File: config.mk
export PLATFORM = sky130hd
export DESIGN_NAME = skf_ctrl
export DESIGN_NICKNAME = d
export VERILOG_FILES = /design/src/rtl/core/skf_pkg.sv /design/src/rtl/core/skf_ctrl.sv
export SDC_FILE = /design/constraint.sdc
export NUM_CORES = 1
export LEC_CHECK = 0
export BUFFER_PORTS_ARGS = -buffer_cell sky130_fd_sc_hd__buf_2
export CAP_MARGIN = 25
export CORE_AREA = 2 2 39 41
export CTS_CLUSTER_SIZE = 25
export DETAILED_ROUTE_END_ITERATION = 7
export DIE_AREA = 0 0 41 43
export PLACE_DENSITY_LB_ADDON = 0.25
export REMOVE_ABC_BUFFERS = 1
export SYNTH_ARGS = -nofsm -noshare
export SYNTH_HDL_FRONTEND = slang
export SYNTH_SLANG_ARGS = --single-unit
File: constraint.sdc
create_clock -name clk_i -period 3.8 [get_ports clk_i]
set_input_delay 0.57 -clock clk_i [delete_from_list [all_inputs] [get_ports clk_i]]
set_output_delay 0.57 -clock clk_i [all_outputs]
set_load 0.005 [all_outputs]
File: src/rtl/core/skf_pkg.sv
// ----------------------------------------------------------------------------
// skf_pkg: scalar Kalman filter shared definitions
// Widths, register codes, reset values and the controller/datapath interface.
// ----------------------------------------------------------------------------
package skf_pkg;

  localparam int FRAC_BITS = 16;
  localparam int SAMPLE_W  = 16;
  localparam int NOISE_W   = 16;

  localparam int EST_W   = SAMPLE_W + FRAC_BITS;      // estimate, QSW.F signed
  localparam int VAR_W   = SAMPLE_W + 2 + FRAC_BITS;  // variance, Q(SW+2).F
  localparam int GAIN_W  = FRAC_BITS + 1;             // gain, 0 .. 1.0
  localparam int SHIFT_W = NOISE_W + FRAC_BITS;       // noise term in fixed point
  localparam int ADD_W   = ((VAR_W > SHIFT_W) ? VAR_W : SHIFT_W) + 1;
  localparam int DQ_W    = SAMPLE_W + 1;              // integer part of z - x
  localparam int MUL_W   = ((FRAC_BITS + 2) > (SAMPLE_W + 3)) ? (FRAC_BITS + 2)
                                                           : (SAMPLE_W + 3);
  localparam int PROD_W  = 2 * MUL_W;
  localparam int DX_W    = EST_W + 2;                 // estimate correction
  localparam int CNT_W   = $clog2(GAIN_W);
  localparam int MUL_STEPS = 4;

  localparam int CFG_IDX_W  = 3;
  localparam int CFG_DATA_W = (SAMPLE_W > NOISE_W) ? SAMPLE_W : NOISE_W;

  localparam logic [CFG_IDX_W-1:0] REG_PROCESS_NOISE    = CFG_IDX_W'(0);
  localparam logic [CFG_IDX_W-1:0] REG_MEASURE_NOISE    = CFG_IDX_W'(1);
  localparam logic [CFG_IDX_W-1:0] REG_INITIAL_ESTIMATE = CFG_IDX_W'(2);
  localparam logic [CFG_IDX_W-1:0] REG_INITIAL_VARIANCE = CFG_IDX_W'(3);

  localparam logic [NOISE_W-1:0]  PROCESS_NOISE_RST    = NOISE_W'(200);
  localparam logic [NOISE_W-1:0]  MEASURE_NOISE_RST    = NOISE_W'(500);
  localparam logic [SAMPLE_W-1:0] INITIAL_ESTIMATE_RST = '0;
  localparam logic [NOISE_W-1:0]  INITIAL_VARIANCE_RST = '0;

  // multiply sequence, one product per cycle
  localparam logic [1:0] MUL_G_DQ  = 2'd0;  // gain * integer part of z - x
  localparam logic [1:0] MUL_G_DR  = 2'd1;  // gain * fraction part of z - x
  localparam logic [1:0] MUL_M_PHI = 2'd2;  // (1 - gain) * integer part of p
  localparam logic [1:0] MUL_M_PLO = 2'd3;  // (1 - gain) * fraction part of p

  typedef struct packed {
    logic [NOISE_W-1:0]  process_noise;
    logic [NOISE_W-1:0]  measure_noise;
    logic [SAMPLE_W-1:0] initial_estimate;
    logic [NOISE_W-1:0]  initial_variance;
  } cfg_regs_t;

  typedef struct packed {
    logic       capture;    // latch the accepted sample
    logic       predict;    // p + q, z - x
    logic       den_init;   // denominator and divider start
    logic       div_step;   // one quotient bit
    logic       div_first;  // integer bit: no shift
    logic       mul_en;     // one multiply step
    logic [1:0] mul_step;
    logic       commit;     // write state and result register
  } cmd_t;

  typedef struct packed {
    logic out_free;         // result register can take a new value
  } status_t;

endpackage

File: src/rtl/core/skf_ctrl.sv
// ----------------------------------------------------------------------------
// skf_ctrl: filter sequencer
// Steps one sample through predict, gain division, multiplies and commit.
// ----------------------------------------------------------------------------
module skf_ctrl (
  input  logic             clk_i,
  input  logic             rst_ni,
  input  logic             sample_valid_i,
  output logic             sample_stall_o,
  input  skf_pkg::status_t status_i,
  output skf_pkg::cmd_t    cmd_o
);

  localparam logic [2:0] S_IDLE = 3'd0;
  localparam logic [2:0] S_PRED = 3'd1;
  localparam logic [2:0] S_DEN  = 3'd2;
  localparam logic [2:0] S_DIV  = 3'd3;
  localparam logic [2:0] S_MUL  = 3'd4;
  localparam logic [2:0] S_DONE = 3'd5;

  localparam logic [skf_pkg::CNT_W-1:0] DIV_LAST = skf_pkg::CNT_W'(skf_pkg::GAIN_W - 1);
  localparam logic [skf_pkg::CNT_W-1:0] MUL_LAST = skf_pkg::CNT_W'(skf_pkg::MUL_STEPS - 1);

  logic [2:0]                state_q, state_d;
  logic [skf_pkg::CNT_W-1:0] cnt_q, cnt_d;

  always_comb begin
    state_d        = state_q;
    cnt_d          = cnt_q;
    cmd_o          = '0;
    sample_stall_o = 1'b1;
    unique case (state_q)
      S_IDLE: begin
        sample_stall_o = 1'b0;
        if (sample_valid_i) begin
          cmd_o.capture = 1'b1;
          state_d       = S_PRED;
        end
      end
      S_PRED: begin
        cmd_o.predict = 1'b1;
        state_d       = S_DEN;
      end
      S_DEN: begin
        cmd_o.den_init = 1'b1;
        cnt_d          = '0;
        state_d        = S_DIV;
      end
      S_DIV: begin
        cmd_o.div_step  = 1'b1;
        cmd_o.div_first = (cnt_q == '0);
        if (cnt_q == DIV_LAST) begin
          cnt_d   = '0;
          state_d = S_MUL;
        end else begin
          cnt_d = cnt_q + 1'b1;
        end
      end
      S_MUL: begin
        cmd_o.mul_en   = 1'b1;
        cmd_o.mul_step = cnt_q[1:0];
        if (cnt_q == MUL_LAST) begin
          cnt_d   = '0;
          state_d = S_DONE;
        end else begin
          cnt_d = cnt_q + 1'b1;
        end
      end
      S_DONE: begin
        if (status_i.out_free) begin
          cmd_o.commit = 1'b1;
          state_d      = S_IDLE;
        end
      end
      default: begin
        state_d = S_IDLE;
      end
    endcase
  end

  always_ff @(posedge clk_i or negedge rst_ni) begin
    if (!rst_ni) begin
      state_q <= S_IDLE;
      cnt_q   <= '0;
    end else begin
      state_q <= state_d;
      cnt_q   <= cnt_d;
    end
  end

endmodule

Word-level counts from Yosys, hierarchy flattened. Cells that the tools add are included.

Output and inout bits: 10. Input bits: 4. Bits in registers: 8.

Eq/ne operators: 11. Muxes and demuxes: 17. Add/subtract/negate cells: 1. Reduce and logical (&&, ||, !) cells: 4.

Operators by type and width (number): case mux 3 bit (6 select lines) (1); 2-to-1 mux 3 bit (5); case mux 5 bit (3 select lines) (1); 2-to-1 mux 5 bit (2); != test 2 bit (second input constant) (4); 2-to-1 mux 1 bit (7); == test 3 x 2 -> 1 bit (second input constant) (2); == test 3 bit (second input constant) (2); adder 5 x 1 -> 5 bit (second input constant) (1); == test 5 x 2 -> 1 bit (second input constant) (1); == test 5 bit (second input constant) (1); logical NOT 5 bit (1); AND reduction 4 bit (1); == test 3 x 1 -> 1 bit (second input constant) (1); logical NOT 3 bit (1); nonzero test 3 bit (1); 2-to-1 mux 2 bit (1).

Depth between registers and ports, before layout.
Depth after elaboration: 3. Mapped depth: 6. Mapped depth without buffers: 6.

Worst setup path after synthesis. OpenSTA, ideal clock, no wires.

Kind: flip-flop to output port. Start point: register state_q[0]. End point: output cmd_o[8] (netlist name). Data required time: 3230 ps. Arrival time: 1082 ps. Buffers on the path: 1. Slack: 2148 ps. Cell stages (with the launch flop): 4. Cell sequence: dfrtp_1 > clkbuf_1 > or3_1 > nor2_1.

RTL lines: start: declaration (RTL line skf_ctrl.sv:24) `logic [2:0] state_q, state_d;`; start signal: assignment (RTL line skf_ctrl.sv:86) `state_q <= state_d;`; end: declaration (RTL line skf_ctrl.sv:11) `output skf_pkg::cmd_t cmd_o`.

==> impl_metrics.csv <==
group,metric,value,unit
placed_design,place_area,619,µm²
global_routing,grt_overflow,0,
synth,synth_cell_type_count,29,
sta,setup_viol,0,
route,viasPerCell,5.47,
die,fp-row-count,14,
global_routing,antenna_found_initial,0,
layout,multiInputGateArea,315,µm²
cts,cts_hold_buf,0,
synth,ys_ff_latch,8,
hold_path,hold_path_class,"input port to asynchronous set/reset pin",
pwr,p_leak,0.319,nW
cts,cts_setup_buffers,0,
synth,synthArstFlopShare,100,%
critical_path,crit_required,3.23,ns
die,die_y,43,µm
synth,syn_avg_cell_area,8.76,µm²
layout,area_delta_synth_final,14.5,%
die,core_area,1380,µm²
die,die_area,1760,µm²
placed_design,gp_congestion,0.797,
die,start_util,40.5,%
cts,clk_path_buf_depth,2,
synth,yosysWarnings,0,
critical_path,cp.arrival,1.44,ns
placed_design,dpl.hpwl,843,µm
sta,fmax,498,MHz
global_routing,grt_use_met2,20.0,%
layout,nFillCells,139,
global_routing,busiest_layer,"met1",
synth,synth_edf_count,0,
sta,period_needed,2.01,ns
pwr,finalPower,0.452,mW
pwr,p_per_area,704,nW/µm²
layout,seq_area,200,µm²
sta,fin_skew,0.00178,ns
critical_path,rr_worst_depth,5,
status,status,"finished, final reports clean",
placed_design,io_buffers,13,
synth,mappedNetlistArea,561,µm²
sta,report.final.slew_viol_count,0,
sta,finalWorstSetupSlack,1.79,ns
cts,cts_buffers,3,
synth,synth_cells,64,
layout,final_cell_mix,"13 x buf_2, 8 x nor2_1, 8 x dfrtp_1",
cts,clk_latency,0.26,ns
global_routing,grt_pass1_wl,1.96,mm
sta,setup_tns,0,ns
global_routing,grt_use_total,17.9,%
pwr,peakVddDrop,369,µV
layout,drive_gt1_share,24.7,%
cts,clkSinkCount,8,
sta,whs,0.137,ns
sta,tightestPinTransition,0.464,ns
job,drv_cap,0,
sta,slew_headroom,68.6,%
critical_path,worstSetupPathType,"flop to output pin",
critical_path,crit_path_end_kind,"output pin",
route,drtIter0Drc,14,
route,dr.pass1.iters,4,
cts,h-tree-depth,1,
layout,nets,85,
sta,fin_crit_sh,52.9,%
sta,hold_viol,0,
global_routing,grt_max_degree,12,
layout,antenna_cells,0,
route,drc,0,
cts,root_buffer,"clkbuf_4",
synth,ys_seq_area_share,35.7,%
cts,cts_tree,"yes",
global_routing,grt_use_met3,9.42,%
critical_path,start_kind,"flop",
sta,rsz0062_at_grt,"no",
route,wl,1.16,mm
synth,synth_ff_type,"dfrtp_1",
placed_design,place_worst_setup_slack,2.06,ns
layout,final_common_cell,"buf_2",
layout,fin_area,642,µm²
route,wl_per_cell,12.5,µm
cts,cts-resized-gates,0,
route,detail-route-antenna-nets,0,
cts,clk_pin_slew,0.06,ns
global_routing,grt_pass1_vias,445,
die,die_width,41,µm
route,vias,509,
global_routing,met1_usage,24.4,%
die,io_pins,14,
critical_path,worst-path-max-fanout,11,
[Yosys cell counts, types with 2 or more instances]
library cell  number  area, µm²
buf_6              2       22.5
dfrtp_1            8        200
ha_1               2       25.0
inv_1              4       15.0
nand2_1            5       18.8
nand3_1            3       15.0
nor2_1             8       30.0
nor2b_1            2       12.5
nor3_1             4       20.0
o21ai_0            3       15.0
o21ai_1            3       15.0
or3_1              2       12.5
xor2_1             2       17.5
[area by class of cell]
type | instances | area share, %
multi-input cells | 48 | 49.1
flip-flops and latches | 8 | 31.2
repair buffers | 13 | 10.1
clock buffers | 3 | 3.51
well taps | 16 | 3.12
inverters | 5 | 2.92
[critical path, stage by stage (launching register included)]
cell	delay (ns)
dfrtp_1	0.53
nand3b_1	0.27
nor3_1	0.23
buf_2	0.14
[flip-flops by register name (all words and copies together) (netlist names)]
name	count
cnt_q	5
state_q	3
[metrics by stage]
stage                     util, %  instances
after floorplan                 -         61
after global placement       44.8         90
after detailed placement     44.8         90
after CTS                    46.4         93
after global routing         46.4         93
final                        46.4         93
[where the power goes]
part / leakage [nW] / switching (mW) / internal [mW] / total, mW
Clock: 0.0138 / 0.0325 / 0.0364 / 0.0689
Combinational: 0.200 / 0.115 / 0.106 / 0.221
Sequential: 0.105 / 0.0493 / 0.113 / 0.162
[metal layers]
layer,vias to the layer above,wire length (µm)
li1,254,-
met1,238,568
met2,13,496
met3,4,69
met4,0,29
met5,-,0
[path summary, 6_finish.rpt]
path / startpoint / to / slack (ns)
worst min register to register: cnt_q[0] / cnt_q[0] / 0.53
worst max-delay path: state_q[0] / cmd_o[4] / 1.79
worst min-delay path: rst_ni / cnt_q[1] / 0.14
min in group clk_i: cnt_q[0] / cnt_q[0] / 0.53
worst max register to register: cnt_q[0] / cnt_q[2] / 2.15
max in group asynchronous: rst_ni / cnt_q[4] / 3.49
[cells by family (layout without fill, tap and decap cells)]
kind of cell,count (synthesis),count (layout),synth area share (%)
adders and majority gates,2,2,4.46
AOI/OAI and AO/OA,13,13,18.1
and+or+nand+nor,31,31,30.6
xor gates and xnor gates,2,2,3.13
buffers and inverters,8,21,8.03
DFF,8,8,35.7
Power figures use the tool's default switching activity.
