<file path="src/rtl/core/skf_pkg.sv">
// ----------------------------------------------------------------------------
// skf_pkg: scalar Kalman filter shared definitions
// Widths, register codes, reset values and the controller/datapath interface.
// ----------------------------------------------------------------------------
package skf_pkg;

  localparam int FRAC_BITS = 16;
  localparam int SAMPLE_W  = 16;
  localparam int NOISE_W   = 16;

  localparam int EST_W   = SAMPLE_W + FRAC_BITS;      // estimate, QSW.F signed
  localparam int VAR_W   = SAMPLE_W + 2 + FRAC_BITS;  // variance, Q(SW+2).F
  localparam int GAIN_W  = FRAC_BITS + 1;             // gain, 0 .. 1.0
  localparam int SHIFT_W = NOISE_W + FRAC_BITS;       // noise term in fixed point
  localparam int ADD_W   = ((VAR_W > SHIFT_W) ? VAR_W : SHIFT_W) + 1;
  localparam int DQ_W    = SAMPLE_W + 1;              // integer part of z - x
  localparam int MUL_W   = ((FRAC_BITS + 2) > (SAMPLE_W + 3)) ? (FRAC_BITS + 2)
                                                           : (SAMPLE_W + 3);
  localparam int PROD_W  = 2 * MUL_W;
  localparam int DX_W    = EST_W + 2;                 // estimate correction
  localparam int CNT_W   = $clog2(GAIN_W);
  localparam int MUL_STEPS = 4;

  localparam int CFG_IDX_W  = 3;
  localparam int CFG_DATA_W = (SAMPLE_W > NOISE_W) ? SAMPLE_W : NOISE_W;

  localparam logic [CFG_IDX_W-1:0] REG_PROCESS_NOISE    = CFG_IDX_W'(0);
  localparam logic [CFG_IDX_W-1:0] REG_MEASURE_NOISE    = CFG_IDX_W'(1);
  localparam logic [CFG_IDX_W-1:0] REG_INITIAL_ESTIMATE = CFG_IDX_W'(2);
  localparam logic [CFG_IDX_W-1:0] REG_INITIAL_VARIANCE = CFG_IDX_W'(3);

  localparam logic [NOISE_W-1:0]  PROCESS_NOISE_RST    = NOISE_W'(200);
  localparam logic [NOISE_W-1:0]  MEASURE_NOISE_RST    = NOISE_W'(500);
  localparam logic [SAMPLE_W-1:0] INITIAL_ESTIMATE_RST = '0;
  localparam logic [NOISE_W-1:0]  INITIAL_VARIANCE_RST = '0;

  // multiply sequence, one product per cycle
  localparam logic [1:0] MUL_G_DQ  = 2'd0;  // gain * integer part of z - x
  localparam logic [1:0] MUL_G_DR  = 2'd1;  // gain * fraction part of z - x
  localparam logic [1:0] MUL_M_PHI = 2'd2;  // (1 - gain) * integer part of p
  localparam logic [1:0] MUL_M_PLO = 2'd3;  // (1 - gain) * fraction part of p

  typedef struct packed {
    logic [NOISE_W-1:0]  process_noise;
    logic [NOISE_W-1:0]  measure_noise;
    logic [SAMPLE_W-1:0] initial_estimate;
    logic [NOISE_W-1:0]  initial_variance;
  } cfg_regs_t;

  typedef struct packed {
    logic       capture;    // latch the accepted sample
    logic       predict;    // p + q, z - x
    logic       den_init;   // denominator and divider start
    logic       div_step;   // one quotient bit
    logic       div_first;  // integer bit: no shift
    logic       mul_en;     // one multiply step
    logic [1:0] mul_step;
    logic       commit;     // write state and result register
  } cmd_t;

  typedef struct packed {
    logic out_free;         // result register can take a new value
  } status_t;

endpackage

</file>
<file path="src/rtl/core/skf_cfg.sv">
// ----------------------------------------------------------------------------
// skf_cfg: configuration registers
// Four write-only registers; flags a state reload after an initial-value write.
// ----------------------------------------------------------------------------
module skf_cfg (
  input  logic                             clk_i,
  input  logic                             rst_ni,
  input  logic                             cfg_valid_i,
  output logic                             cfg_ready_o,
  input  logic [skf_pkg::CFG_IDX_W-1:0]    cfg_index_i,
  input  logic [skf_pkg::CFG_DATA_W-1:0]   cfg_data_i,
  output skf_pkg::cfg_regs_t               regs_o,
  output logic                             reload_o
);

  skf_pkg::cfg_regs_t regs_q, regs_d;
  logic               reload_q, reload_d;
  logic               wr;

  assign cfg_ready_o = 1'b1;
  assign wr          = cfg_valid_i & cfg_ready_o;

  always_comb begin
    regs_d   = regs_q;
    reload_d = 1'b0;
    if (wr) begin
      unique case (cfg_index_i)
        skf_pkg::REG_PROCESS_NOISE: begin
          regs_d.process_noise = cfg_data_i[skf_pkg::NOISE_W-1:0];
        end
        skf_pkg::REG_MEASURE_NOISE: begin
          regs_d.measure_noise = cfg_data_i[skf_pkg::NOISE_W-1:0];
        end
        skf_pkg::REG_INITIAL_ESTIMATE: begin
          regs_d.initial_estimate = cfg_data_i[skf_pkg::SAMPLE_W-1:0];
          reload_d                = 1'b1;
        end
        skf_pkg::REG_INITIAL_VARIANCE: begin
          regs_d.initial_variance = cfg_data_i[skf_pkg::NOISE_W-1:0];
          reload_d                = 1'b1;
        end
        default: begin
          // unmapped index, ignored
        end
      endcase
    end
  end

  always_ff @(posedge clk_i or negedge rst_ni) begin
    if (!rst_ni) begin
      regs_q.process_noise    <= skf_pkg::PROCESS_NOISE_RST;
      regs_q.measure_noise    <= skf_pkg::MEASURE_NOISE_RST;
      regs_q.initial_estimate <= skf_pkg::INITIAL_ESTIMATE_RST;
      regs_q.initial_variance <= skf_pkg::INITIAL_VARIANCE_RST;
      reload_q                <= 1'b0;
    end else begin
      regs_q   <= regs_d;
      reload_q <= reload_d;
    end
  end

  assign regs_o   = regs_q;
  assign reload_o = reload_q;

endmodule

</file>
<file path="config.mk">
export PLATFORM = sky130hd
export DESIGN_NAME = skf_cfg
export DESIGN_NICKNAME = d
export VERILOG_FILES = /design/src/rtl/core/skf_pkg.sv /design/src/rtl/core/skf_cfg.sv
export SDC_FILE = /design/constraint.sdc
export NUM_CORES = 1
export LEC_CHECK = 0
export ABC_AREA = 1
export ABC_CLOCK_PERIOD_IN_PS = 800
export BUFFER_PORTS_ARGS = -buffer_cell sky130_fd_sc_hd__buf_2
export CAP_MARGIN = 20
export CORE_ASPECT_RATIO = 0.8
export CORE_MARGIN = 10
export CORE_UTILIZATION = 40
export CTS_CLUSTER_DIAMETER = 40
export DETAILED_ROUTE_END_ITERATION = 12
export MAX_ROUTING_LAYER = met4
export PLACE_DENSITY = 0.68
export SETUP_SLACK_MARGIN = 0.02
export SYNTH_ARGS = -nofsm -noshare
export SYNTH_HDL_FRONTEND = slang
export SYNTH_SLANG_ARGS = --single-unit
</file>
<file path="constraint.sdc">
create_clock -name clk_i -period 0.8 [get_ports clk_i]
set_input_delay 0.2 -clock clk_i [delete_from_list [all_inputs] [get_ports clk_i]]
set_output_delay 0.2 -clock clk_i [all_outputs]
set_load 0.03 [all_outputs]
</file>
# After elaboration in Yosys (flattened, before gate mapping)
# Index checks and enable logic that the tools add are counted.
dict set report word_totals {
  register_bits 65
  in_bits 22
  out_inout_bits 66
  wordCells 16
}
dict set report op_classes {
  mux 2
  n_eq_ne 3
  n_reduce_logical 6
}
# operator n
set op_table {}
lappend op_table {{AND reduction 2 bit} 4}
lappend op_table {{equality test 3 x 2 -> 1 bit, second input constant} 2}
lappend op_table {{equality test 3 x 1 -> 1 bit, second input constant} 1}
lappend op_table {{logical NOT 3 bit} 1}
lappend op_table {{two-way mux 1 bit} 2}
lappend op_table {{OR reduction 2 bit} 1}

# Longest topological paths before layout
dict set report depth {
  ltp_word 4
  depth_mapped 6
  ltp_nobuf 5
}

# Least setup slack after synthesis
# No wires, ideal clock.
dict set report synth_timing {
  path_type {input port to flip-flop}
  from {input port cfg_index_i[0] (netlist name)}
  to {register regs_q, in the netlist regs_o[48]}
  path_slack_ns -0.118
  path_stages 5
  setup_ns 0.118
  required_ns 0.682
  n_path_buf 1
  t_arrival_ns 0.800
  cell_sequence {nor2_2 > nand2_2 > buf_6 > nand2_1 > nand2_1}
}
dict set report synth_between {
  elab_chain_cells 2
}
# element line_no
set synth_lines {}
lappend synth_lines {{start: declaration} skf_cfg.sv:10} ;# input logic [skf_pkg::CFG_IDX_W-1:0] cfg_index_i,
lappend synth_lines {{logical NOT 3 bit} skf_cfg.sv:27} ;# unique case (cfg_index_i)
lappend synth_lines {{AND reduction 2 bit (no source line)} n/a}
lappend synth_lines {{end signal: assignment} skf_cfg.sv:57} ;# regs_q <= regs_d;
lappend synth_lines {{end: declaration} skf_cfg.sv:16} ;# skf_pkg::cfg_regs_t regs_q, regs_d;
# Every way passes these cells.
# A chain may end at the register's enable or synchronous reset.

# Final worst setup path
dict set report layout_timing {
  from {register regs_q, in the netlist regs_o[39]}
  to {output port regs_o[39] (netlist name)}
}
# element line_no
set layout_lines {}
lappend layout_lines {{end: declaration} skf_cfg.sv:12} ;# output skf_pkg::cfg_regs_t regs_o,
# No word-level cell between the ends.

==> reports/qor.yml <==
synth-compound-area-share_pct: 0
crit_chain: "buf_6"
max_freq_mhz: 821
cp.required_ns: 0.60
synth_top_area_cell: "dfrtp_1"
final_cells: 512
netlist_top_cells_count: "146 x nand2_1, 56 x dfrtp_1, 43 x nand3_1"
final_util_pct: 65.5
clockBufferDepth: 2
worstSetupPathType: "register to output pin"
status: "complete, but fails checks"
cp-end-kind: "output pin"
synth_area_leaders: "dfrtp_1 52%, nand2_1 20%, dfstp_2 8.7%"
synth_cell_type_count: 18
drive_gt1_share_pct: 42.8
cellPowerDensity_nw_per_um2: 2780
antenna_cells: 0
ir_drop_mv: 1.46
crit_slowest_cell: "dfstp_2"
ys_warn_count: 0
ys_dominant_reg_cell: "dfrtp_1"
cts_tree: "done"
portBuffers: 86
die_y_um: 93.6
synth_seq_cells: 65
core-area_um2: 6470
dr.pass1.iters: 4
critical-path-top-delay-family: "flip-flops"
cap_violations: 0
layout_setup_ws_ns: -0.418
io_pins: 88
clk-insertion-delay-late_ns: 0.33
htree_num_levels: 3
total_power_uw: 11800
path_clk_slew_ns: 0.07
die_x_um: 112
routabilityCongestion: 0.776
violations: "negative hold slack, negative setup slack"
grt_pass1_vias: 2642
synth-simple-area-share_pct: 33.7
hold_class: "primary input to asynchronous set/reset pin"
fin_skew_ns: 0
synth.cell_area_um2: 2710
fin_area_um2: 4240
synth_mux_area_share_pct: 0
clock-root-buffer: "clkbuf_8"
initial_utilization_pct: 41.8
die_area_um2: 10500
synth_top_cell_area_share_pct: 51.8
wirelength_um: 8570
syn_inst: 289
leakage_uw: 0.00231
fin_nets: 445
cts_made_buffers: 9
crit_fanout: 2
syn-num-nets: 311
dr_total_vias: 2480
setup_viol: 68
cts-hold-fix-buffers: 2
first_iter_violations: 107
critical_path_arrival_ns: 1.02
place_hpwl_um: 5710
wire_per_inst_um: 16.7
drt-vias-per-instance: 4.84
critical_path_buf_inv_count: 1
startpoint: "regs_o[39]"
hold_ws_ns: -0.0216
synth_most_common_cell: "nand2_1"
finalCritPeriodShare_pct: 152
synth_edf_count: 0
track_usage_pct: 17.0
timing.rr.start: "regs_o[63]"
drc_errors: 0
grt_pass1_wl_um: 13900
async_reset_ff_share_pct: 100
crit_path_max_incr_delay_ns: 0.55
synth_sequential_area_ratio_pct: 60.5
postSynthAreaPerCell_um2: 9.36
ant_nets: 0
std_cell_rows: 26
antenna_found_initial: 0
rsz0062_at_grt: "true"
grt_start_max_net_pins: 26
post_dp_cell_area_um2: 3290
pre_cts_ws_ns: -0.320
dpl.cell_count: 463
synth_adder_area_share_pct: 0
slew_viol_final: 0
synthToLayoutAreaGrowth_pct: 56.8
period_needed_ns: 1.22
finalHoldViolCount: 2
synth_xor_area_share_pct: 0
cp-start-kind: "register"
synth_top_family_by_area: "simple AND/OR/NAND/NOR gates"
overflow: 0
cts.sinks: 65
-- worst paths after layout --
path	end	slack, ns	cells after the start
worst min-delay path	regs_o[53]	-0.02	2
min in group clk_i	regs_o[39]	0.10	3
worst max-delay path	regs_o[39]	-0.42	1
worst min register to register	regs_o[51]	0.47	2
worst max register to register	regs_o[63]	-0.04	4
max in group asynchronous	regs_o[60]	0.11	3
-- report_power, final --
part / internal [uW] / switching [uW]
logic: 1920 / 2280
clock network: 1930 / 1180
registers: 3960 / 513
-- cell usage in the layout (no fill, tap or decap) --
cell type / count
nand2_1: 137
buf_6: 75
dfrtp_1: 56
nand3_1: 43
buf_4: 36
buf_2: 21
clkbuf_8: 11
nand2_2: 9
dfstp_2: 9
nand3_2: 5
nor2_4: 4
nand2_4: 4
inv_2: 3
clkbuf_1: 3
buf_12: 3
inv_1: 2
bufinv_16: 2
nor2_1: 1
nor2_8: 1
conb_1: 1
dlymetal6s4s_1: 1
dlygate4sd3_1: 1
-- routing by layer --
layer  up-vias  GRT usage [%]  part of all wire, %
met5         -              -                    0
met4         0           4.54                 0.99
met2        94           26.6                   48
met3        13           6.00                  8.0
li1       1179              -                    -
met1      1194           20.5                   43
-- per-stage QoR --
step           hold slack [ns]  TNS [ns]
2_1_floorplan          -0.0956     -3.97
3_3_place_gp            0.0696    -15.17
3_5_place_dp            0.0788    -16.94
4_1_cts                 0.0878    -22.66
5_1_grt               -0.00604    -21.70
6_report               -0.0216    -19.23
-- state kept, by name, summed over array words and instances, names as in the netlist --
name	cells
reload_o	1
regs_o	64
-- cell type report --
cell class	instances	area (um^2)
fillers	535	2230
flip-flops and latches	65	1640
repair buffers	137	1300
multi-input cells	205	953
clock buffers	14	163
well taps	84	105
clock inverters	2	60.1
inverters	5	18.8
-- cells by family after synthesis --
logic type             after synthesis
flip-flops                          65
other                                1
buffers and inverters               19
AND/OR/NAND/NOR                    204
-- timing repair --
action | CTS | global route
setup endpoints to repair | 65 | 131
gates resized for setup | 130 | 23
pin swaps | 0 | 5
endpoints found under the hold margin | 41 | 2
setup buffers | 20 | 11
Note: power is estimated with default switching activity, not from simulation.
