<file path="src/rtl/core/skf_pkg.sv">
// ----------------------------------------------------------------------------
// skf_pkg: scalar Kalman filter shared definitions
// Widths, register codes, reset values and the controller/datapath interface.
// ----------------------------------------------------------------------------
package skf_pkg;

  localparam int FRAC_BITS = 16;
  localparam int SAMPLE_W  = 16;
  localparam int NOISE_W   = 16;

  localparam int EST_W   = SAMPLE_W + FRAC_BITS;      // estimate, QSW.F signed
  localparam int VAR_W   = SAMPLE_W + 2 + FRAC_BITS;  // variance, Q(SW+2).F
  localparam int GAIN_W  = FRAC_BITS + 1;             // gain, 0 .. 1.0
  localparam int SHIFT_W = NOISE_W + FRAC_BITS;       // noise term in fixed point
  localparam int ADD_W   = ((VAR_W > SHIFT_W) ? VAR_W : SHIFT_W) + 1;
  localparam int DQ_W    = SAMPLE_W + 1;              // integer part of z - x
  localparam int MUL_W   = ((FRAC_BITS + 2) > (SAMPLE_W + 3)) ? (FRAC_BITS + 2)
                                                           : (SAMPLE_W + 3);
  localparam int PROD_W  = 2 * MUL_W;
  localparam int DX_W    = EST_W + 2;                 // estimate correction
  localparam int CNT_W   = $clog2(GAIN_W);
  localparam int MUL_STEPS = 4;

  localparam int CFG_IDX_W  = 3;
  localparam int CFG_DATA_W = (SAMPLE_W > NOISE_W) ? SAMPLE_W : NOISE_W;

  localparam logic [CFG_IDX_W-1:0] REG_PROCESS_NOISE    = CFG_IDX_W'(0);
  localparam logic [CFG_IDX_W-1:0] REG_MEASURE_NOISE    = CFG_IDX_W'(1);
  localparam logic [CFG_IDX_W-1:0] REG_INITIAL_ESTIMATE = CFG_IDX_W'(2);
  localparam logic [CFG_IDX_W-1:0] REG_INITIAL_VARIANCE = CFG_IDX_W'(3);

  localparam logic [NOISE_W-1:0]  PROCESS_NOISE_RST    = NOISE_W'(200);
  localparam logic [NOISE_W-1:0]  MEASURE_NOISE_RST    = NOISE_W'(500);
  localparam logic [SAMPLE_W-1:0] INITIAL_ESTIMATE_RST = '0;
  localparam logic [NOISE_W-1:0]  INITIAL_VARIANCE_RST = '0;

  // multiply sequence, one product per cycle
  localparam logic [1:0] MUL_G_DQ  = 2'd0;  // gain * integer part of z - x
  localparam logic [1:0] MUL_G_DR  = 2'd1;  // gain * fraction part of z - x
  localparam logic [1:0] MUL_M_PHI = 2'd2;  // (1 - gain) * integer part of p
  localparam logic [1:0] MUL_M_PLO = 2'd3;  // (1 - gain) * fraction part of p

  typedef struct packed {
    logic [NOISE_W-1:0]  process_noise;
    logic [NOISE_W-1:0]  measure_noise;
    logic [SAMPLE_W-1:0] initial_estimate;
    logic [NOISE_W-1:0]  initial_variance;
  } cfg_regs_t;

  typedef struct packed {
    logic       capture;    // latch the accepted sample
    logic       predict;    // p + q, z - x
    logic       den_init;   // denominator and divider start
    logic       div_step;   // one quotient bit
    logic       div_first;  // integer bit: no shift
    logic       mul_en;     // one multiply step
    logic [1:0] mul_step;
    logic       commit;     // write state and result register
  } cmd_t;

  typedef struct packed {
    logic out_free;         // result register can take a new value
  } status_t;

endpackage

</file>
<file path="src/rtl/core/skf_dp.sv">
// ----------------------------------------------------------------------------
// skf_dp: filter datapath
// State registers, predict adder, restoring divider, shared multiplier, result.
// ----------------------------------------------------------------------------
module skf_dp (
  input  logic                                 clk_i,
  input  logic                                 rst_ni,
  input  logic signed [skf_pkg::SAMPLE_W-1:0]  sample_i,
  input  skf_pkg::cfg_regs_t                   regs_i,
  input  logic                                 reload_i,
  input  skf_pkg::cmd_t                        cmd_i,
  output skf_pkg::status_t                     status_o,
  output logic                                 estimate_valid_o,
  input  logic                                 estimate_stall_i,
  output logic signed [skf_pkg::EST_W-1:0]     estimate_o
);

  localparam int LOAD_W = ((skf_pkg::NOISE_W + skf_pkg::FRAC_BITS) > skf_pkg::VAR_W)
                          ? (skf_pkg::NOISE_W + skf_pkg::FRAC_BITS) : skf_pkg::VAR_W;
  localparam logic [skf_pkg::VAR_W-1:0] VAR_MAX = '1;

  // filter state
  logic signed [skf_pkg::EST_W-1:0]  x_q, x_d;
  logic [skf_pkg::VAR_W-1:0]         p_q, p_d;
  // per-sample working registers
  logic signed [skf_pkg::SAMPLE_W-1:0] z_q;
  logic [skf_pkg::VAR_W-1:0]         pp_q;
  logic signed [skf_pkg::DQ_W-1:0]   dq_q;
  logic [skf_pkg::FRAC_BITS-1:0]     dr_q;
  logic [skf_pkg::ADD_W-1:0]         den_q, rem_q, rem_d;
  logic [skf_pkg::GAIN_W-1:0]        g_q, g_d;
  logic signed [skf_pkg::PROD_W-1:0] prod_q, t1_q, prod_d;
  logic signed [skf_pkg::DX_W-1:0]   dx_q;
  // result register
  logic                              out_valid_q;
  logic signed [skf_pkg::EST_W-1:0]  out_q;

  // initial-value load
  logic [LOAD_W-1:0]                 init_p;
  logic [skf_pkg::VAR_W-1:0]         init_p_sat;
  logic signed [skf_pkg::EST_W-1:0]  init_x;

  always_comb begin
    init_p     = LOAD_W'(regs_i.initial_variance) << skf_pkg::FRAC_BITS;
    init_p_sat = (init_p > LOAD_W'(VAR_MAX)) ? VAR_MAX : init_p[skf_pkg::VAR_W-1:0];
    init_x     = {signed'(regs_i.initial_estimate), {skf_pkg::FRAC_BITS{1'b0}}};
  end

  // predict: saturated p + q, and z - x split at the binary point
  logic [skf_pkg::ADD_W-1:0]          p_sum;
  logic [skf_pkg::VAR_W-1:0]          p_pred;
  logic signed [skf_pkg::EST_W:0]     diff;

  always_comb begin
    p_sum  = skf_pkg::ADD_W'(p_q)
           + (skf_pkg::ADD_W'(regs_i.process_noise) << skf_pkg::FRAC_BITS);
    p_pred = (p_sum > skf_pkg::ADD_W'(VAR_MAX)) ? VAR_MAX : p_sum[skf_pkg::VAR_W-1:0];
    diff   = {z_q[skf_pkg::SAMPLE_W-1], z_q, {skf_pkg::FRAC_BITS{1'b0}}}
           - {x_q[skf_pkg::EST_W-1], x_q};
  end

  // restoring divider, one quotient bit per cycle
  logic [skf_pkg::ADD_W:0] rem_sh;
  logic                    qbit;

  always_comb begin
    rem_sh = cmd_i.div_first ? {1'b0, rem_q} : {rem_q, 1'b0};
    qbit   = (rem_sh >= {1'b0, den_q}) && (den_q != '0);
    rem_d  = qbit ? skf_pkg::ADD_W'(rem_sh - {1'b0, den_q}) : rem_sh[skf_pkg::ADD_W-1:0];
    g_d    = {g_q[skf_pkg::GAIN_W-2:0], qbit};
  end

  // shared multiplier
  logic [skf_pkg::GAIN_W-1:0]        m_gain;
  logic signed [skf_pkg::MUL_W-1:0]  mul_a, mul_b;

  always_comb begin
    m_gain = skf_pkg::GAIN_W'(1 << skf_pkg::FRAC_BITS) - g_q;
    unique case (cmd_i.mul_step)
      skf_pkg::MUL_G_DQ: begin
        mul_a = signed'(skf_pkg::MUL_W'(g_q));
        mul_b = skf_pkg::MUL_W'(dq_q);
      end
      skf_pkg::MUL_G_DR: begin
        mul_a = signed'(skf_pkg::MUL_W'(g_q));
        mul_b = signed'(skf_pkg::MUL_W'(dr_q));
      end
      skf_pkg::MUL_M_PHI: begin
        mul_a = signed'(skf_pkg::MUL_W'(m_gain));
        mul_b = signed'(skf_pkg::MUL_W'(pp_q[skf_pkg::VAR_W-1:skf_pkg::FRAC_BITS]));
      end
      skf_pkg::MUL_M_PLO: begin
        mul_a = signed'(skf_pkg::MUL_W'(m_gain));
        mul_b = signed'(skf_pkg::MUL_W'(pp_q[skf_pkg::FRAC_BITS-1:0]));
      end
      default: begin
        mul_a = '0;
        mul_b = '0;
      end
    endcase
    prod_d = skf_pkg::PROD_W'(mul_a) * skf_pkg::PROD_W'(mul_b);
  end

  // commit values
  logic signed [skf_pkg::PROD_W-1:0] p_new;

  always_comb begin
    x_d   = x_q;
    p_d   = p_q;
    p_new = t1_q + (prod_q >>> skf_pkg::FRAC_BITS);
    if (reload_i) begin
      x_d = init_x;
      p_d = init_p_sat;
    end else if (cmd_i.commit) begin
      x_d = x_q + dx_q[skf_pkg::EST_W-1:0];
      p_d = p_new[skf_pkg::VAR_W-1:0];
    end
  end

  always_ff @(posedge clk_i or negedge rst_ni) begin
    if (!rst_ni) begin
      x_q         <= '0;
      p_q         <= '0;
      out_valid_q <= 1'b0;
    end else begin
      x_q <= x_d;
      p_q <= p_d;
      if (cmd_i.commit) begin
        out_valid_q <= 1'b1;
      end else if (!estimate_stall_i) begin
        out_valid_q <= 1'b0;
      end
    end
  end

  always_ff @(posedge clk_i) begin
    if (cmd_i.capture) begin
      z_q <= sample_i;
    end
    if (cmd_i.predict) begin
      pp_q <= p_pred;
      dq_q <= diff[skf_pkg::EST_W:skf_pkg::FRAC_BITS];
      dr_q <= diff[skf_pkg::FRAC_BITS-1:0];
    end
    if (cmd_i.den_init) begin
      den_q <= skf_pkg::ADD_W'(pp_q)
             + (skf_pkg::ADD_W'(regs_i.measure_noise) << skf_pkg::FRAC_BITS);
      rem_q <= skf_pkg::ADD_W'(pp_q);
      g_q   <= '0;
    end else if (cmd_i.div_step) begin
      rem_q <= rem_d;
      g_q   <= g_d;
    end
    if (cmd_i.mul_en) begin
      prod_q <= prod_d;
      unique case (cmd_i.mul_step)
        skf_pkg::MUL_G_DR: begin
          t1_q <= prod_q;                                  // gain * dq
        end
        skf_pkg::MUL_M_PHI: begin
          dx_q <= t1_q[skf_pkg::DX_W-1:0]
                + skf_pkg::DX_W'(prod_q >>> skf_pkg::FRAC_BITS);  // + floor(gain*dr)
        end
        skf_pkg::MUL_M_PLO: begin
          t1_q <= prod_q;                                  // (1 - gain) * p_hi
        end
        default: begin
        end
      endcase
    end
    if (cmd_i.commit) begin
      out_q <= x_d;
    end
  end

  assign status_o.out_free = !out_valid_q || !estimate_stall_i;
  assign estimate_valid_o  = out_valid_q;
  assign estimate_o        = out_q;

endmodule

</file>
<file path="config.mk">
export PLATFORM = sky130hd
export DESIGN_NAME = skf_dp
export DESIGN_NICKNAME = d
export VERILOG_FILES = /design/src/rtl/core/skf_pkg.sv /design/src/rtl/core/skf_dp.sv
export SDC_FILE = /design/constraint.sdc
export NUM_CORES = 2
export LEC_CHECK = 0
export BUFFER_PORTS_ARGS = -buffer_cell sky130_fd_sc_hd__buf_2
export CAP_MARGIN = 5
export CORE_ASPECT_RATIO = 1.1
export CORE_MARGIN = 2
export CORE_UTILIZATION = 38
export CTS_CLUSTER_DIAMETER = 40
export DETAILED_ROUTE_END_ITERATION = 16
export PLACE_DENSITY = 0.55
export RECOVER_POWER = 50
export SYNTH_ARGS = -nofsm -noshare
export SYNTH_HDL_FRONTEND = slang
export SYNTH_SLANG_ARGS = --single-unit
export TNS_END_PERCENT = 1
</file>
<file path="constraint.sdc">
create_clock -name clk_i -period 11.8 [get_ports clk_i]
set_clock_uncertainty 0.05 [all_clocks]
set_input_delay 0.59 -clock clk_i [delete_from_list [all_inputs] [get_ports clk_i]]
set_output_delay 0.59 -clock clk_i [all_outputs]
set_load 0.02 [all_outputs]
</file>
# Yosys cells after proc, flatten, opt, wreduce, memory -nomap -nowiden
# Index checks and enable logic that the tools add are counted.
[word_totals] regBits=373 out_inout_bits=34 elab_cells=57
[classes] n_addsub=8 n_mul=1 magnitude_cmp=3 n_eq_ne=4 muxes=13 n_reduce_logical=13
[op_table] operator="$mux W34" count=5
[op_table] operator="$pmux W19 S4" count=1
[op_table] operator="$add A34 B32 Y35" count=2
[op_table] operator="$add A32 B32 Y32" count=2
[op_table] operator="$mux W32" count=2
[op_table] operator="$mul A19 B19 Y38" count=1
[op_table] operator="$pmux W19 S2" count=1
[op_table] operator="$ge A36 B35 Y1" count=1
[op_table] operator="$mux W36" count=1
[op_table] operator="$gt A35 B34 Y1 const B" count=1
[op_table] operator="$mux W35" count=1
[op_table] operator="$reduce_bool A35 Y1" count=1
[op_table] operator="$sub A35 B35 Y35" count=1
[op_table] operator="$add A34 B22 Y34" count=1
[op_table] operator="$gt A32 B34 Y1 const B" count=1
[op_table] operator="$sub A32 B32 Y33" count=1
[op_table] operator="$sub A17 B17 Y17 const A" count=1
[op_table] operator="$reduce_or A2 Y1" count=3
[op_table] operator="$eq A2 B2 Y1 const B" count=2
[op_table] operator="$reduce_and A2 Y1" count=2
[op_table] operator="$reduce_bool A2 Y1" count=2
[op_table] operator="$eq A2 B1 Y1 const B" count=1
[op_table] operator="$logic_not A1 Y1" count=2
[op_table] operator="$logic_not A2 Y1" count=1
[op_table] operator="other kinds (4)" count=5

# Depth between registers and ports, before layout
[logic_depth] ltp_word=6 depth_mapped=32 mapped_depth_nobuf=31

# Least setup slack after synthesis
# Ideal clock, no wire load.
[synth_path] path_type="in2reg" from="in cmd_i[2] (netlist name)" to="reg prod_q[36] (netlist name) (data pin)" setup_ps=263 arrival_time_ps=8006 slack_ps=3481 stages=28 path_cell_list="clkbuf_1 > clkbuf_1 > buf_1 > nand2_1 > a21oi_1 > nand2_1 > fa_1 > inv_1 > fa_1 > inv_1 > fa_1 > fa_1 > fa_1 > fa_1 > inv_1 > fa_1 > ha_1 > a21oi_1 > o21ai_1 > a311oi_1 > o22ai_1 > a41o_1 > a21o_1 > a21oi_2 > nor2b_1 > a221o_1 > o41ai_2 > xnor2_1"
[synth_between] elab_chain_cells=4 word_cells_on_any_way=9 classes_between="mul (1); eq/ne (3); mux (2); reduce/logical (3)"
[synth_lines] element="start, declared" line_no="skf_dp.sv:11" text="input skf_pkg::cmd_t cmd_i,"
[synth_lines] element="$eq A2 B2 Y1, or another cell as far along" line_no="skf_dp.sv:79" text="unique case (cmd_i.mul_step)"
[synth_lines] element="$reduce_or A2 Y1 (no line)"
[synth_lines] element="$pmux W19 S2" line_no="skf_dp.sv:79"
[synth_lines] element="$mul A19 B19 Y38 *" line_no="skf_dp.sv:101" text="prod_d = skf_pkg::PROD_W'(mul_a) * skf_pkg::PROD_W'(mul_b);"
[synth_lines] element="net prod_d (one bit)" line_no="skf_dp.sv:32" text="logic signed [skf_pkg::PROD_W-1:0] prod_q, t1_q, prod_d;"
[synth_lines] element="end signal, assigned" line_no="skf_dp.sv:155" text="prod_q <= prod_d;"
[synth_lines] element="end, declared" line_no="skf_dp.sv:32"
# The timed path passes the listed nets; every way through them passes the cells marked *. The select of a mux whose other input is x is not followed.
# A chain may end at the register's enable or synchronous reset.

# Worst setup path after layout
[layout_path] from="reg g_q[0] (netlist name)" to="reg prod_q[36] (netlist name) (data pin)"
[layout_between] elab_chain_cells=3
[layout_lines] element="start, declared" line_no="skf_dp.sv:31" text="logic [skf_pkg::GAIN_W-1:0] g_q, g_d;"
[layout_lines] element="start signal, assigned" line_no="skf_dp.sv:152" text="g_q <= g_d;"
[layout_lines] element="$sub A17 B17 Y17" line_no="skf_dp.sv:78" text="m_gain = skf_pkg::GAIN_W'(1 << skf_pkg::FRAC_BITS) - g_q;"
[layout_lines] element="$pmux W19 S2 *" line_no="skf_dp.sv:79"
[layout_lines] element="$mul A19 B19 Y38 *" line_no="skf_dp.sv:101"
[layout_lines] element="net prod_d (one bit)" line_no="skf_dp.sv:32"
# Marked as above.

==> impl_metrics.py <==
metrics = {
    "route": {
        "via_count": 23700,
        "detail_route.wl_per_cell_um": 20.8,
        "drc": 0,
        "dr.pass1.iters": 7,
        "first_iter_violations": 1508,
        "via_per_inst": 5.23,
        "drtAntennaViolNets": 0,
        "wl_mm": 94.4,
    },
    "clock_network": {
        "cts-root-to-sink-buffers": 3,
        "insertion_delay_ns": 0.61,
        "path_clk_slew_ns": 0.06,
        "cts-root-buf": "sky130_fd_sc_hd__clkbuf_16",
        "tritoncts": "built",
        "cts.sinks": 373,
        "post_cts.repair.setup_buffers": 0,
        "cts-buffers-inserted": 68,
        "cts_resized": 0,
        "post_cts_hold_buffer_count": 0,
        "htreeDepth": 3,
    },
    "die": {
        "ioPinCount": 127,
        "die_area_um2": 87300,
        "fp-row-count": 112,
        "design.core.area_um2": 84500,
        "die_h_um": 310,
        "initial_utilization_pct": 38.2,
        "dieWidth_um": 282,
    },
    "setup_path": {
        "crit-reg2reg-capture": "prod_q[36]",
        "worst_setup_path_startpoint": "g_q[0]",
        "worst_setup_path_start_kind": "flop",
        "critPathMostFrequentCell": "sky130_fd_sc_hd__fa_1",
        "worstPathArrival_ns": 9.87,
        "timing.critical_path.slowest_cell_delay_ns": 0.84,
        "crit_path_max_fanout": 13,
        "timing.reg2reg.worst_path_depth": 30,
        "required_time_reported_for_the_critical_path_endpoint_ns": 12.11,
        "r2r_slack_ns": 2.25,
        "worst-setup-path-type": "flop to flop",
        "worst_path_max_delay_cell": "sky130_fd_sc_hd__xor2_1",
        "r2r_start": "g_q[0]",
        "cp-end-kind": "flop",
    },
    "worst_hold_path": {
        "hold_start": "sample_i[0]",
        "hold_path_depth": 1,
        "holdCritPathClass": "input port to flop",
        "worstHoldEndpoint": "z_q[0]",
    },
    "sta": {
        "sum_neg_setup_slack_ns": 0,
        "drv_slew": 377,
        "final.min_clock_period_ns": 9.55,
        "hold_violations": 0,
        "timing.max_slew.rel_slack_pct": -180,
        "rsz_0062_raised_after_global_routing": "false",
        "final_min_period_over_clock_period_pct": 81.0,
        "timing.final.setup_violations": 0,
        "tightestPinTransition_ns": 4.20,
        "fmaxAchievable_mhz": 105,
    },
    "final_layout": {
        "final_nets": 3999,
        "finish.instance_area_um2": 36700,
        "post-route-util_pct": 43.4,
        "filler_cell_count": 8173,
        "final_layout_size_suffix_gt1_share_pct": 10.6,
        "area.growth.synth_to_final_pct": 13.7,
        "num_antenna_cells": 0,
    },
    "synthesis": {
        "synth_flop_cell": "sky130_fd_sc_hd__edfxtp_1",
        "synth_seq_cells": 373,
        "ys_async_sr_fraction_pct": 18.0,
        "synth_warnings": 0,
        "syn_nets": 3853,
        "synth-seq-area-share_pct": 33.1,
        "syn-cell-area_um2": 32300,
        "synth_area_leader_cell": "sky130_fd_sc_hd__edfxtp_1",
        "yosysUniqueCellTypes": 85,
        "synth_enable_flop_cells": 288,
        "synthesis.instances": 3191,
        "synth_area_leaders": "sky130_fd_sc_hd__edfxtp_1, sky130_fd_sc_hd__fa_1, sky130_fd_sc_hd__ha_1",
        "post-synth-top-area-fraction_pct": 26.8,
        "synthesis.area_per_instance_um2": 10.1,
    },
    "global_route": {
        "antenna_found_initial": 2,
        "first_global_vias": 23900,
        "grt_max_degree": 68,
        "first_pass_grt_wire_length_mm": 143,
        "groute.usage.overall_pct": 21.9,
        "grt_remaining_overflow": 0,
    },
    "power": {
        "max-vdd-ir-drop_mv": 0.313,
        "p_leak_nw": 17.0,
        "power-per-cell-area_nw_per_um2": 311,
    },
    "placement": {
        "gp_congestion": 0.888,
        "port_buffers": 126,
        "placedInstanceArea_um2": 34300,
        "half_perimeter_wire_length_after_detailed_placement_mm": 73.6,
    },
    "run": {
        "cap_viol_max_count": 8,
    },
    "run_status": {
        "violations": "capacitance limit, slew limit",
        "run_status": "finished with violations",
    },
}
## state kept, by name, summed over array words and instances, names as in the netlist, 17 cells and up
| register | flops |
|---|---|
| dx_q | 32 |
| den_q | 35 |
| x_q | 32 |
| g_q | 17 |
| p_q | 34 |
| t1_q | 34 |
| pp_q | 34 |
| dq_q | 17 |
| estimate_o | 32 |
| rem_q | 35 |
| prod_q | 38 |
## routing by layer
layer	global-route usage (%)	wire length (um)
met1	29.4	40900
met2	36.4	45500
met3	3.02	5100
met4	7.11	2950
met5	0	0
## worst max-delay path by stage
stage | end | slack, ns | cells after the start
floorplan | prod_q[36] | 3.48 | 28
global placement | prod_q[36] | 2.48 | 30
detailed placement | prod_q[36] | 2.31 | 30
CTS | prod_q[36] | 2.29 | 30
global route | prod_q[36] | 1.80 | 30
finish | prod_q[36] | 2.25 | 30
## report_power, final
group | total (mW) | internal (mW) | switching [mW]
logic | 6.98 | 2.85 | 4.13
clock network | 2.05 | 1.33 | 0.723
registers | 2.38 | 2.07 | 0.310
total | 11.4 | 6.25 | 5.17
## through the flow
| step | hold WS (ns) | std cells | setup WS [ns] | power, mW |
|---|---|---|---|---|
| CTS | 0.0850 | 4531 | 2.29 | 11.5 |
| finish | 0.115 | 4531 | 2.25 | 11.4 |
| global placement | 0.352 | 4407 | 2.48 | 9.37 |
| global route | 0.0956 | 4531 | 1.80 | 12.4 |
| floorplan | 0.244 | 3191 | 3.48 | 7.42 |
| detailed placement | 0.355 | 4407 | 2.31 | 9.40 |
## area by class of cell
class / instances / area (um^2) / area share [%]
Sequential cell: 373 / 10700 / 29.1
Timing Repair Buffer: 169 / 931 / 2.54
Tap cell: 1140 / 1430 / 3.89
Clock buffer: 79 / 1830 / 4.98
Multi-Input combinational cell: 2331 / 19800 / 53.9
Inverter: 394 / 1480 / 4.03
Clock inverter: 45 / 567 / 1.54
## critical path, delay by kind of cell, from the launching register on
kind            cells  cell delay (ns)
compound gates      9             1.93
xor+xnor            2             0.93
fa+ha+maj           8             3.79
buf+inv             4             0.72
flops               1             0.46
simple gates        7             1.43
## cells in the mapped netlist (12+ instances only)
cell	number
sky130_fd_sc_hd__a211oi_1	19
sky130_fd_sc_hd__nand4_1	13
sky130_fd_sc_hd__nand2b_1	35
sky130_fd_sc_hd__ha_1	310
sky130_fd_sc_hd__mux2i_1	78
sky130_fd_sc_hd__xnor2_1	121
sky130_fd_sc_hd__nand3_1	19
sky130_fd_sc_hd__nand2_1	325
sky130_fd_sc_hd__o21bai_1	29
sky130_fd_sc_hd__and2_1	33
sky130_fd_sc_hd__o211ai_1	12
sky130_fd_sc_hd__dfrtp_1	67
sky130_fd_sc_hd__nor4_1	14
sky130_fd_sc_hd__nor3_1	41
sky130_fd_sc_hd__a21o_1	74
sky130_fd_sc_hd__o21a_1	49
sky130_fd_sc_hd__a31oi_1	20
sky130_fd_sc_hd__o21ai_1	17
sky130_fd_sc_hd__dfxtp_1	18
sky130_fd_sc_hd__nor2_1	316
sky130_fd_sc_hd__inv_1	392
sky130_fd_sc_hd__xor2_1	76
sky130_fd_sc_hd__o21ai_0	102
sky130_fd_sc_hd__a21oi_1	150
sky130_fd_sc_hd__edfxtp_1	288
sky130_fd_sc_hd__mux2_2	50
sky130_fd_sc_hd__clkbuf_1	77
sky130_fd_sc_hd__fa_1	259
sky130_fd_sc_hd__nor2b_1	30
## placed cells by master, fill, tap and decap left out, drive strengths merged, types with 7 or more instances in the layout
master / synthesis / layout
o31ai: 10 / 10
nor2b: 30 / 30
nand2b: 35 / 35
a211oi: 20 / 20
edfxtp: 288 / 288
or3: 9 / 9
nor4: 14 / 14
o21ai: 120 / 120
nand4: 13 / 13
dfrtp: 67 / 67
o21a: 49 / 49
nor2: 316 / 316
clkbuf: 77 / 89
a21o: 75 / 75
or2: 10 / 10
xor2: 76 / 76
clkinv: 1 / 16
mux2: 50 / 50
a211o: 7 / 7
a21boi: 10 / 10
and2: 33 / 33
o211ai: 12 / 12
nor3: 41 / 41
o21bai: 29 / 29
a21oi: 151 / 151
nand2: 325 / 325
buf: 16 / 159
nand3: 19 / 19
dfxtp: 18 / 18
a31oi: 21 / 21
clkinvlp: 0 / 8
fa: 259 / 259
bufinv: 0 / 9
inv: 393 / 406
xnor2: 122 / 122
mux2i: 78 / 78
ha: 310 / 310
## kinds of logic after synthesis
| family | Yosys count | share of synthesized area, % |
|---|---|---|
| AO/OA/AOI/OAI | 562 | 11.5 |
| XOR/XNOR | 198 | 5.40 |
| adder cells (fa/ha/maj) | 569 | 28.1 |
| buffers and inverters | 487 | 5.71 |
| flip-flops | 373 | 33.1 |
| multiplexers | 133 | 4.51 |
| AND/OR/NAND/NOR | 869 | 11.7 |
No activity file was read; power rests on OpenSTA's default activity.
